File: src/hw/rtl/cbsc_pkg.sv
// Shared types and constants for the capacitor bank switch controller.
package cbsc_pkg;

  // Control mode codes.
  localparam logic [1:0] MODE_MANUAL   = 2'd0;
  localparam logic [1:0] MODE_VAR      = 2'd1;
  localparam logic [1:0] MODE_VOLT     = 2'd2;
  localparam logic [1:0] MODE_COMBINED = 2'd3;

  // Configuration register indexes.
  localparam int unsigned CFG_IDX_W = 3;
  localparam logic [CFG_IDX_W-1:0] REG_CONTROL_MODE     = 3'd0;
  localparam logic [CFG_IDX_W-1:0] REG_BANK_LEVEL       = 3'd1;
  localparam logic [CFG_IDX_W-1:0] REG_SENSE_PHASES     = 3'd2;
  localparam logic [CFG_IDX_W-1:0] REG_CONNECTED_PHASES = 3'd3;
  localparam logic [CFG_IDX_W-1:0] REG_SET_HIGH         = 3'd4;
  localparam logic [CFG_IDX_W-1:0] REG_SET_LOW          = 3'd5;
  localparam logic [CFG_IDX_W-1:0] REG_CHANGE_DELAY     = 3'd6;
  localparam logic [CFG_IDX_W-1:0] REG_DWELL_TICKS      = 3'd7;

  localparam int unsigned CFG_DATA_W = 32;
  localparam int unsigned TICK_W     = 31;
  localparam int unsigned SENSE_W    = 32;
  localparam int unsigned NPH        = 3;

  typedef struct packed {
    logic [TICK_W-1:0]         elapsed_ticks;
    logic signed [SENSE_W-1:0] sense_a;
    logic signed [SENSE_W-1:0] sense_b;
    logic signed [SENSE_W-1:0] sense_c;
    logic [NPH-1:0]            manual_cmd;
    logic [NPH-1:0]            manual_cmd_valid;
  } in_item_t;

  typedef struct packed {
    logic [NPH-1:0]    switch_closed;
    logic              wake_pending;
    logic [TICK_W-1:0] wake_after;
  } out_item_t;

  // Configuration as seen by the update logic.
  typedef struct packed {
    logic [1:0]                control_mode;
    logic                      bank_level;
    logic [3:0]                sense_phases;
    logic [NPH-1:0]            connected_phases;
    logic signed [SENSE_W-1:0] set_high;
    logic signed [SENSE_W-1:0] set_low;
    logic [TICK_W-1:0]         change_delay;
    logic [TICK_W-1:0]         dwell_ticks;
  } cfg_t;

  // Threshold decisions of all phase lanes.
  typedef struct packed {
    logic [NPH-1:0] close_req;
    logic [NPH-1:0] open_req;
  } lane_flags_t;

endpackage

File: src/hw/rtl/cbsc_lane.sv
// One phase lane: compares a sensed value against both hysteresis thresholds.
module cbsc_lane (
  input  logic                               clk,
  input  logic                               en,
  input  logic signed [cbsc_pkg::SENSE_W-1:0] sense,
  input  logic signed [cbsc_pkg::SENSE_W-1:0] set_low,
  input  logic signed [cbsc_pkg::SENSE_W-1:0] set_high,
  output logic                               close_r,
  output logic                               open_r
);
  import cbsc_pkg::*;

  logic close_nxt;
  logic open_nxt;

  assign close_nxt = (set_low >= sense);
  assign open_nxt  = (set_high <= sense);

  always_ff @(posedge clk) begin
    if (en) begin
      close_r <= close_nxt;
      open_r  <= open_nxt;
    end
  end

endmodule

File: src/hw/rtl/cbsc_merge.sv
// Merging stage: timers, manual overrides and switch state update from the lane flags.
module cbsc_merge #(
  parameter int TIMER_WIDTH = 32
) (
  input  logic                         clk,
  input  logic                         rst_n,
  input  logic                         en,
  input  cbsc_pkg::cfg_t               cfg,
  input  cbsc_pkg::lane_flags_t        flags,
  input  logic [cbsc_pkg::TICK_W-1:0]  elapsed,
  input  logic [cbsc_pkg::NPH-1:0]     cmd,
  input  logic [cbsc_pkg::NPH-1:0]     cmd_valid,
  output cbsc_pkg::out_item_t          result
);
  import cbsc_pkg::*;

  localparam int TW = TIMER_WIDTH;
  localparam int XW = ((TW > 32) ? TW : 32) + 2;
  localparam logic signed [TW-1:0] TMR_MIN = {1'b1, {(TW-1){1'b0}}};
  localparam logic signed [TW-1:0] TMR_MAX = {1'b0, {(TW-1){1'b1}}};
  localparam logic signed [XW-1:0] TMR_MIN_X = {{(XW-TW+1){1'b1}}, {(TW-1){1'b0}}};
  localparam logic signed [XW-1:0] TMR_MAX_X = {{(XW-TW+1){1'b0}}, {(TW-1){1'b1}}};
  localparam logic signed [XW-1:0] WAKE_MAX_X = {{(XW-TICK_W){1'b0}}, {TICK_W{1'b1}}};

  logic [NPH-1:0]       act_r, nxt_st_r, prv_r, req_r;
  logic [NPH-1:0]       act_nxt, nxt_st_nxt, prv_nxt, req_nxt;
  logic signed [TW-1:0] chg_r, dwl_r, chg_nxt, dwl_nxt;

  function automatic logic signed [TW-1:0] tmr_sub(input logic signed [TW-1:0] t,
                                                  input logic [TICK_W-1:0] e);
    logic signed [XW-1:0] d;
    d = {{(XW-TW){t[TW-1]}}, t} - {{(XW-TICK_W){1'b0}}, e};
    if (d < TMR_MIN_X) return TMR_MIN;
    return d[TW-1:0];
  endfunction

  function automatic logic signed [TW-1:0] tmr_load(input logic [TICK_W-1:0] v);
    logic signed [XW-1:0] vx;
    vx = {{(XW-TICK_W){1'b0}}, v};
    if (vx > TMR_MAX_X) return TMR_MAX;
    return vx[TW-1:0];
  endfunction

  function automatic logic tmr_done(input logic signed [TW-1:0] t);
    return t[TW-1] || (t == '0);
  endfunction

  logic [NPH-1:0]       sel;
  logic [NPH-1:0]       diff;
  logic                 active;
  logic signed [TW-1:0] wa_t;
  logic signed [XW-1:0] wa_x;

  // Line-to-line sensing needs both phases of a pair: A uses AB, B uses BC, C uses CA.
  always_comb begin
    if (cfg.sense_phases[3]) begin
      sel[0] = cfg.sense_phases[0] & cfg.sense_phases[1];
      sel[1] = cfg.sense_phases[1] & cfg.sense_phases[2];
      sel[2] = cfg.sense_phases[2] & cfg.sense_phases[0];
    end else begin
      sel = cfg.sense_phases[2:0];
    end
  end

  always_comb begin
    active     = (cfg.control_mode != MODE_MANUAL);
    chg_nxt    = tmr_sub(chg_r, elapsed);
    dwl_nxt    = tmr_sub(dwl_r, elapsed);
    nxt_st_nxt = nxt_st_r;
    prv_nxt    = prv_r;
    req_nxt    = req_r;
    act_nxt    = (act_r & ~cmd_valid) | (cmd & cmd_valid);
    diff       = act_nxt ^ prv_r;

    // In manual mode a hand-made change becomes the next state and waits out the delay.
    if (!active && (diff != '0)) begin
      nxt_st_nxt = (nxt_st_nxt & ~diff) | (act_nxt & diff);
      act_nxt    = (act_nxt & ~diff) | (prv_r & diff);
      chg_nxt    = tmr_load(cfg.change_delay);
    end

    if (tmr_done(chg_nxt)) begin
      act_nxt = (act_nxt & ~cfg.connected_phases) | (nxt_st_nxt & cfg.connected_phases);
      if (!active) begin
        prv_nxt = nxt_st_nxt;
      end else if (cfg.control_mode == MODE_VAR || cfg.control_mode == MODE_VOLT) begin
        for (int i = 0; i < NPH; i++) begin
          if (sel[i]) begin
            if (flags.close_req[i]) req_nxt[i] = 1'b1;
            else if (flags.open_req[i]) req_nxt[i] = 1'b0;
          end
        end
      end
      if (active && (prv_nxt != req_nxt)) begin
        dwl_nxt = tmr_load(cfg.dwell_ticks);
        prv_nxt = req_nxt;
      end
      if (active && tmr_done(dwl_nxt)) nxt_st_nxt = req_nxt;
      if (cfg.bank_level) begin
        nxt_st_nxt = ((nxt_st_nxt & sel) != '0) ? {NPH{1'b1}} : '0;
        if (active) req_nxt = nxt_st_nxt;
        prv_nxt = nxt_st_nxt;
      end
      if (act_nxt != nxt_st_nxt) chg_nxt = tmr_load(cfg.change_delay);
      else chg_nxt = '1;
    end

    if (!tmr_done(dwl_nxt)) wa_t = dwl_nxt;
    else if (!tmr_done(chg_nxt)) wa_t = chg_nxt;
    else wa_t = '0;
    wa_x = {{(XW-TW){wa_t[TW-1]}}, wa_t};
    if (wa_x > WAKE_MAX_X) wa_x = WAKE_MAX_X;

    result.switch_closed = act_nxt;
    result.wake_pending  = (wa_t != '0);
    result.wake_after    = wa_x[TICK_W-1:0];
  end

  always_ff @(posedge clk) begin
    if (!rst_n) begin
      act_r    <= '0;
      nxt_st_r <= '0;
      prv_r    <= '0;
      req_r    <= '0;
      chg_r    <= '0;
      dwl_r    <= '0;
    end else if (en) begin
      act_r    <= act_nxt;
      nxt_st_r <= nxt_st_nxt;
      prv_r    <= prv_nxt;
      req_r    <= req_nxt;
      chg_r    <= chg_nxt;
      dwl_r    <= dwl_nxt;
    end
  end

endmodule

File: src/hw/rtl/capacitor_bank_switch_controller_unit.sv
// Top level of the three-phase capacitor bank switch controller.
//
//   Channel | Ports                               | Carries
//   --------+-------------------------------------+---------------------------------
//   input   | in_valid, in_ready, in_data         | one control update (in_item_t)
//   result  | out_valid, out_ready, out_data      | switch states and wake time
//   config  | cfg_we, cfg_index, cfg_wdata        | one register write per cycle
//
// In an update, the three phase lanes first register their threshold
// compares, then the merge stage updates timers and states and loads the output
// register. A new update is taken every cycle while the result side keeps up.
// Reset is synchronous and returns all states to open and both timers to zero.
// A stalled result holds both stages; in_ready drops only while both are full.
module capacitor_bank_switch_controller_unit #(
  parameter int TIMER_WIDTH = 32
) (
  input  logic                                clk,
  input  logic                                rst_n,
  input  logic                                in_valid,
  output logic                                in_ready,
  input  cbsc_pkg::in_item_t                  in_data,
  output logic                                out_valid,
  input  logic                                out_ready,
  output cbsc_pkg::out_item_t                 out_data,
  input  logic                                cfg_we,
  input  logic [cbsc_pkg::CFG_IDX_W-1:0]      cfg_index,
  input  logic [cbsc_pkg::CFG_DATA_W-1:0]     cfg_wdata
);
  import cbsc_pkg::*;

  cfg_t        cfg_r;
  lane_flags_t flags;
  out_item_t   result;
  out_item_t   out_data_r;
  logic        s1_valid_r;
  logic        out_valid_r;
  logic        advance;
  logic        in_xfer;
  logic [TICK_W-1:0] s1_elapsed_r;
  logic [NPH-1:0]    s1_cmd_r;
  logic [NPH-1:0]    s1_cmd_valid_r;

  assign advance  = !out_valid_r || out_ready;
  assign in_ready = !s1_valid_r || advance;
  assign in_xfer  = in_valid && in_ready;

  always_ff @(posedge clk) begin
    if (!rst_n) begin
      cfg_r.control_mode     <= MODE_MANUAL;
      cfg_r.bank_level       <= 1'b0;
      cfg_r.sense_phases     <= 4'd1;
      cfg_r.connected_phases <= {NPH{1'b1}};
      cfg_r.set_high         <= '0;
      cfg_r.set_low          <= '0;
      cfg_r.change_delay     <= '0;
      cfg_r.dwell_ticks      <= '0;
    end else if (cfg_we) begin
      unique case (cfg_index)
        REG_CONTROL_MODE:     cfg_r.control_mode     <= cfg_wdata[1:0];
        REG_BANK_LEVEL:       cfg_r.bank_level       <= cfg_wdata[0];
        REG_SENSE_PHASES:     cfg_r.sense_phases     <= cfg_wdata[3:0];
        REG_CONNECTED_PHASES: cfg_r.connected_phases <= cfg_wdata[NPH-1:0];
        REG_SET_HIGH:         cfg_r.set_high         <= cfg_wdata;
        REG_SET_LOW:          cfg_r.set_low          <= cfg_wdata;
        REG_CHANGE_DELAY:     cfg_r.change_delay     <= cfg_wdata[TICK_W-1:0];
        REG_DWELL_TICKS:      cfg_r.dwell_ticks      <= cfg_wdata[TICK_W-1:0];
        default: ;
      endcase
    end
  end

  cbsc_lane u_lane_a (
    .clk(clk), .en(in_xfer), .sense(in_data.sense_a),
    .set_low(cfg_r.set_low), .set_high(cfg_r.set_high),
    .close_r(flags.close_req[0]), .open_r(flags.open_req[0])
  );
  cbsc_lane u_lane_b (
    .clk(clk), .en(in_xfer), .sense(in_data.sense_b),
    .set_low(cfg_r.set_low), .set_high(cfg_r.set_high),
    .close_r(flags.close_req[1]), .open_r(flags.open_req[1])
  );
  cbsc_lane u_lane_c (
    .clk(clk), .en(in_xfer), .sense(in_data.sense_c),
    .set_low(cfg_r.set_low), .set_high(cfg_r.set_high),
    .close_r(flags.close_req[2]), .open_r(flags.open_req[2])
  );

  always_ff @(posedge clk) begin
    if (in_xfer) begin
      s1_elapsed_r   <= in_data.elapsed_ticks;
      s1_cmd_r       <= in_data.manual_cmd;
      s1_cmd_valid_r <= in_data.manual_cmd_valid;
    end
  end

  cbsc_merge #(.TIMER_WIDTH(TIMER_WIDTH)) u_merge (
    .clk(clk),
    .rst_n(rst_n),
    .en(s1_valid_r && advance),
    .cfg(cfg_r),
    .flags(flags),
    .elapsed(s1_elapsed_r),
    .cmd(s1_cmd_r),
    .cmd_valid(s1_cmd_valid_r),
    .result(result)
  );

  always_ff @(posedge clk) begin
    if (!rst_n) begin
      s1_valid_r  <= 1'b0;
      out_valid_r <= 1'b0;
    end else begin
      if (in_ready) s1_valid_r <= in_valid;
      if (advance) out_valid_r <= s1_valid_r;
    end
  end

  always_ff @(posedge clk) begin
    if (s1_valid_r && advance) out_data_r <= result;
  end

  assign out_valid = out_valid_r;
  assign out_data  = out_data_r;

  a_idle_wake_zero: assert property (@(posedge clk) disable iff (!rst_n)
    out_valid_r |-> (out_data_r.wake_pending == (out_data_r.wake_after != '0)))
    else $error("wake_pending disagrees with wake_after");

  a_no_block_when_drained: assert property (@(posedge clk) disable iff (!rst_n)
    out_ready |-> in_ready)
    else $error("input stalled although the result side is ready");

  a_accept_fills_stage: assert property (@(posedge clk) disable iff (!rst_n)
    in_xfer |=> s1_valid_r)
    else $error("accepted update did not reach the lane stage");

endmodule
File: config.mk
export PLATFORM = sky130hd
export DESIGN_NAME = capacitor_bank_switch_controller_unit
export DESIGN_NICKNAME = d
export VERILOG_FILES = /design/src/hw/rtl/cbsc_pkg.sv /design/src/hw/rtl/cbsc_lane.sv /design/src/hw/rtl/cbsc_merge.sv /design/src/hw/rtl/capacitor_bank_switch_controller_unit.sv
export SDC_FILE = /design/constraint.sdc
export NUM_CORES = 1
export LEC_CHECK = 0
export BUFFER_PORTS_ARGS = -buffer_cell sky130_fd_sc_hd__buf_2
export CAP_MARGIN = 20
export CORE_MARGIN = 4
export CORE_UTILIZATION = 40
export DETAILED_ROUTE_END_ITERATION = 7
export GPL_TIMING_DRIVEN = 0
export HOLD_SLACK_MARGIN = 0.1
export MAX_ROUTING_LAYER = met4
export PLACE_DENSITY = 0.54
export SLEW_MARGIN = 20
export SYNTH_ARGS = -nofsm -noshare
export SYNTH_HDL_FRONTEND = slang
export SYNTH_SLANG_ARGS = --single-unit
export TNS_END_PERCENT = 100
File: constraint.sdc
create_clock -name clk -period 10.6 [get_ports clk]
set_input_delay 1.06 -clock clk [delete_from_list [all_inputs] [get_ports clk]]
set_output_delay 1.06 -clock clk [all_outputs]
set_load 0.03 [all_outputs]
==> impl_metrics.tcl, run 1 <==
set metrics [dict create \
    status "completed" \
    io_pins 210 \
    startpoint_type "register" \
    antenna_found_initial 3 \
    rsz0062_at_grt "false" \
    antenna_left 0 \
    dieArea_mm2 0.0586 \
    vias 21400 \
    dp.cells 3616 \
    path_clk_slew_ns 0.06 \
    ir_drop_v 0.0000987 \
    holdWs_ns 0.467 \
    slew_headroom_pct 26.5 \
    first_global_vias 20900 \
    numCtsBuffers 35 \
    syn_area_mm2 0.0219 \
    finalClockSkew_ns 0.0198 \
    synth-main-ff-cell "dfxtp_1" \
    fin_nets 3387 \
    max_stage_delay_ns 0.57 \
    post_drt_wl_per_cell_um 24.5 \
    finalSetupViolCount 0 \
    mostFrequentLayoutCell "nand2_1" \
    fin_setup_tns_ns 0 \
    drt_first_pass_iters 5 \
    required_ns 10.87 \
    post_cts_buffers 0 \
    critPathArrivalTime_ns 6.54 \
    ys_warn_count 0 \
    power_density_mw_per_mm2 143 \
    drt_first_iter_violations 1731 \
    area_growth_pct 14.2 \
    wl_um 90200 \
    viasPerCell 5.82 \
    clk_latency_ns 0.56 \
    rows 85 \
    slew_viol_final 0 \
    cts.sinks 292 \
    hp-class "reg2reg" \
    cpMostUsedCell "a211oi_2" \
    path_buf_inv 4 \
    synth-async-reset-ratio_pct 0 \
    fin_crit_ns 6.27 \
    final_cell_mix "469 x nand2_1, 255 x ha_1, 234 x buf_2" \
    crit_fanout 10 \
    dp_hpwl_um 75700 \
    htreeDepth 2 \
    crit_chain "ha_1 > inv_1 > fa_1 > a211oi_2 > o211ai_2 > a31oi_4 > a211oi_2 > o31a_1 > nor3_1 > nor2_1 > o22ai_1 > a41oi_2 > buf_6 > nand2_1 > buf_2 > clkbuf_1 > a22oi_1 > o31ai_1" \
    tightest_slew_ns 1.09 \
    synth_edf_count 78 \
    cts-root-buf "clkbuf_16" \
    core_mm2 0.0540 \
    synthCells 2712 \
    cts_max_path_buffers 3 \
    cp-end-kind "register" \
    hold_viol 0 \
    power_uw 3590 \
    avgSynthCellArea_um2 8.08 \
    numPortBuffers 207 \
    drcViolationCount 0 \
    start_util_pct 40.6 \
    grt_start_max_net_pins 45 \
    ys_types 92 \
    drive_gt1_share_pct 12.1 \
    cpLargestDelayFamily "compound AO/OA/AOI/OAI gates" \
    ys_seq_area_share_pct 30.2 \
    cp_slowest_cell "o31ai_1" \
    grt_pass1_wl_um 133000 \
    ctsResizeCount 0 \
    maxCapViolCount 0 \
    cts_hold_buf 0 \
    fmax_ghz 0.159 \
    final_cells 3682 \
    cts_tree "yes" \
    crit_type "reg2reg" \
    gp_congestion 0.954 \
    min_period_over_period_pct 59.2 \
    track_usage_pct 30.6 \
    final_area_mm2 0.0251 \
    synth_seq_cells 292 \
    syn_nets 3142 \
    dieHeight_um 242 \
    fp.dieW_um 242 \
    grt-ovfl-total 0 \
    place_area_mm2 0.0239 \
    p_leak_uw 0.0108 \
]
cell usage after synthesis, drive strengths merged, types with 6 or more instances:
cell type / n / area share, %
nor3: 49 / 1.1
buf: 44 / 1.3
mux2: 13 / 0.68
o211ai: 22 / 0.82
o211a: 15 / 0.68
a21oi: 206 / 4.8
a31oi: 45 / 1.4
inv: 154 / 2.6
o31ai: 47 / 1.6
a211oi: 16 / 0.68
a41o: 8 / 0.37
a21boi: 159 / 5.5
nor4: 20 / 0.60
a22oi: 7 / 0.24
nand2b: 63 / 1.8
o21a: 20 / 0.68
nand2: 469 / 8.0
a21o: 35 / 1.2
o21ai: 169 / 3.9
mux2i: 28 / 1.3
o221ai: 6 / 0.24
and2: 16 / 0.46
edfxtp: 78 / 11
nand3: 37 / 0.87
clkbuf: 94 / 1.6
or4: 7 / 0.24
ha: 255 / 15
xnor2: 29 / 1.2
a41oi: 8 / 0.39
dfxtp: 214 / 20
nor2b: 60 / 1.7
nor2: 103 / 1.8
nand4: 76 / 2.2
or2: 15 / 0.43
or3: 11 / 0.31
xor2: 20 / 0.80
power breakdown:
group          switching, µW  internal [µW]  leakage [µW]
sequential              42.2           1210       0.00249
clock                    521            756      0.000575
combinational            713            348       0.00776
total                   1280           2320        0.0108
worst paths after layout:
kind                               endpoint       startpoint  slack, ns  cells past startpoint
worst max-delay path            out_data[2]  s1_elapsed_r[0]       4.33                     18
worst min-delay path              cfg_r[62]        cfg_r[62]       0.47                      2
worst max register to register  out_data[2]  s1_elapsed_r[0]       4.33                     18
worst min register to register    cfg_r[62]        cfg_r[62]       0.47                      2
kinds of logic after synthesis:
family	share of synthesized area, %
DFF	30.2
muxes	1.98
adders and majority gates	14.7
and+or+nand+nor	20.7
AOI/OAI and AO/OA	24.9
buffers and inverters	5.51
xor gates and xnor gates	1.96
through the flow:
stage / setup slack (ns) / utilization [%]
2_1_floorplan: 6.22 / -
4_1_cts: 4.48 / 46.4
3_3_place_gp: 4.45 / 44.1
3_5_place_dp: 4.48 / 44.1
6_report: 4.33 / 46.4
5_1_grt: 4.10 / 46.4
worst min-delay path: cells and delay by family (launching register included):
kind | cells | cell delay (ns)
AND/OR/NAND/NOR | 1 | 0.05
AO/OA/AOI/OAI | 1 | 0.06
flip-flops | 1 | 0.31
cell type report:
| type | count | area [µm²] |
|---|---|---|
| antenna | 2 | 5.00 |
| buffer | 138 | 634 |
| clock buffer | 52 | 1030 |
| clock inverter | 12 | 161 |
| fill | 5468 | 29000 |
| inverter | 154 | 578 |
| multi-input combinational | 2128 | 14100 |
| sequential | 292 | 6630 |
| tap | 696 | 871 |
| timing repair buffer | 208 | 1040 |
flip-flops by register name (all words and copies together) (netlist names), 3 cells and up:
| name | cells |
|---|---|
| s1_cmd_valid_r | 3 |
| u_merge.act_r | 3 |
| s1_elapsed_r | 31 |
| u_merge.prv_r | 3 |
| s1_cmd_r | 3 |
| u_merge.chg_r | 32 |
| u_merge.req_r | 3 |
| u_merge.dwl_r | 32 |
| out_data | 35 |
| u_merge.nxt_st_r | 3 |
| cfg_r | 136 |
per-layer routing:
metal,track usage [%],wire length (µm),up-vias,part of all wire [%]
met4,9.90,3290,0,3.7
met1,39.2,40200,10300,45
met3,3.43,4380,123,4.9
met5,-,0,-,0
met2,50.7,42400,680,47
li1,-,-,10300,-
Power figures use the tool's default switching activity.
==> run 2: changes to the inputs <==
ABC_AREA = 1   (was default)
clock period = 6.04 ns   (was 10.6 ns; I/O delays follow)
==> run 2 against run 1 <==
  * Cell area increased by 5.4%
  * Final cell count increased by 13%
  * Global-route usage increased by 1.4 points
  * Sequential share of layout area decreased by 1.3 points
  * Critical endpoint is now out_data[31]
  * Largest power group is now combinational logic
  * Highest routed layer unchanged
==> impl_metrics.tcl, run 2 <==
set metrics [dict create \
    fin_nets 3856 \
    route.met3.wl_um 4470 \
    drt_first_iter_violations 1688 \
    rows 85 \
    grt-ovfl-total 0 \
    syn_nets 3566 \
    ys_warn_count 0 \
    slew_headroom_pct 30.2 \
    p_seq_share_pct 30.2 \
    start_util_pct 40.5 \
    synth-async-reset-ratio_pct 0 \
    yosysMostFrequentCell "nand2_1" \
    avgSynthCellArea_um2 6.97 \
    cp_slowest_cell "edfxtp_1" \
    cts.sinks 292 \
    synth_top_area_share_pct 19.6 \
    htreeDepth 2 \
    regMostFlops "cfg_r" \
    fmax_ghz 0.172 \
    required_ns 6.36 \
    dp_slack_ns -0.497 \
    cts_tree "yes" \
    grt_start_max_net_pins 35 \
    maxUsedRoutingLayer "met4" \
    synthCells 3136 \
    fp.dieW_um 242 \
    fill_cells 5476 \
    cts_max_path_buffers 3 \
    startpoint_type "register" \
    wl_um 95300 \
    finalClockSkew_ns 0.0367 \
    final_cells 4150 \
    final_cell_mix "584 x nand2_1, 411 x inv_1, 337 x nor2_1" \
    ir_drop_v 0.000161 \
    io_pins 210 \
    internal_power_uw 4440 \
    power_uw 7420 \
    numCtsBuffers 35 \
    antenna_found_initial 0 \
    fin_ws_ns 0.228 \
    power_switching_uw 2980 \
    path_clk_slew_ns 0.06 \
    first_global_vias 22200 \
    synthTopCellsByCount "647 x nand2_1, 422 x inv_1, 346 x nor2_1" \
    wl_met1_um 39600 \
    synth_largest_area_cell "dfxtp_1" \
    dp_hpwl_um 78600 \
    fin_util_pct 48.9 \
    critPathArrivalTime_ns 6.13 \
    power_density_mw_per_mm2 281 \
    synth_edf_count 78 \
    slew_viol_final 0 \
    largest_reg_flops 136 \
    grt_pass1_wl_um 138000 \
    tightest_slew_ns 1.05 \
    swShare_pct 40.2 \
    antenna_left 0 \
    p_clk_share_pct 31.0 \
    max_stage_delay_ns 0.37 \
    crit_type "reg2reg" \
    cp-end-kind "register" \
    mostFrequentLayoutCell "nand2_1" \
    crit_fanout 10 \
    fin_setup_tns_ns 0 \
    numPortBuffers 208 \
    hold_viol 0 \
    ys_types 59 \
    dr_wl_met2_um 45800 \
    vias 22700 \
    finalSetupViolCount 0 \
    post_drt_wl_per_cell_um 23.0 \
    synth-main-ff-cell "dfxtp_1" \
    clk_latency_ns 0.58 \
    core_mm2 0.0539 \
    viasPerCell 5.48 \
    p_comb_share_pct 38.7 \
    min_period_over_period_pct 96.2 \
    drcViolationCount 0 \
    gp_congestion 1.02 \
    track_usage_pct 32.0 \
    ys_seq_area_share_pct 30.3 \
    dieArea_mm2 0.0585 \
    area_growth_pct 20.7 \
    dp.cells 4042 \
    cts-root-buf "clkbuf_16" \
    synth_seq_cells 292 \
    fin_crit_ns 5.81 \
    dieHeight_um 242 \
    drive_gt1_share_pct 16.4 \
    hp-class "in2reg" \
    p_leak_uw 0.0132 \
    maxCapViolCount 0 \
    status "completed" \
    drt_first_pass_iters 5 \
    syn_area_mm2 0.0219 \
    synthTopCellsByArea "dfxtp_1 20%, ha_1 15%, nand2_1 11%" \
]
[run 2: worst paths after layout]
| kind | from | to | slack [ns] | depth (start not counted) |
|---|---|---|---|---|
| setup / recovery | s1_elapsed_r[0] | out_data[31] | 0.23 | 41 |
| hold / removal | in_data[0] | s1_cmd_valid_r[0] | 0.20 | 1 |
| setup reg to reg | s1_elapsed_r[0] | out_data[31] | 0.23 | 41 |
| hold reg to reg | cfg_r[2] | cfg_r[2] | 0.46 | 2 |
[run 2: final cells by class]
class | count | area (µm²) | share of cell area, %
Multi-Input combinational cell | 2305 | 13800 | 52.4
Sequential cell | 292 | 6630 | 25.1
Inverter | 434 | 1630 | 6.18
Timing Repair Buffer | 251 | 1530 | 5.79
Clock buffer | 45 | 976 | 3.70
Tap cell | 696 | 871 | 3.30
Buffer | 107 | 673 | 2.55
Clock inverter | 19 | 267 | 1.01
Antenna cell | 1 | 2.50 | 0.00948
[run 2: per-layer routing]
layer,vias to the layer above,track usage [%]
li1,11100,-
met1,10700,38.1
met2,770,55.5
met3,202,3.06
met4,0,13.8
met5,-,-
[run 2: cell families after synthesis]
group                      synth area share, %
adders and majority gates                 14.8
DFF                                       30.3
and+or+nand+nor                           25.6
AOI/OAI and AO/OA                         17.4
xor gates and xnor gates                  2.00
buffers and inverters                     9.94
[run 2: power groups by stage]
| stage | clock [µW] | sequential, µW | combinational, µW |
|---|---|---|---|
| finish | 2300 | 2250 | 2870 |
| global route | 2410 | 2260 | 3090 |
| CTS | 2340 | 2240 | 2580 |
| detailed placement | 0 | 2280 | 2510 |
| global placement | 0 | 2280 | 2500 |
| floorplan | 0 | 2300 | 1510 |
[run 2: stage by stage]
step           hold WS, ns  instance area (µm²)
6_report             0.201                26400
5_1_grt              0.184                26400
4_1_cts              0.174                25300
3_5_place_dp         0.448                23800
3_3_place_gp         0.447                23800
2_1_floorplan        0.430                21900
[run 2: critical path: cells and delay by family, from the launching register on]
family	cells	cell delay (ns)
compound gates	4	0.68
xor+xnor	1	0.29
fa+ha+maj	2	0.52
buf+inv	8	0.97
flops	1	0.37
simple gates	26	2.69
[run 2: timing repair]
item | in CTS | in global routing
setup endpoints to repair | 28 | 32
gates cloned | 0 | 9
hold buffers | 0 | 0
pin swaps | 7 | 44
gates resized for setup | 56 | 195
buffers inserted | 4 | 30
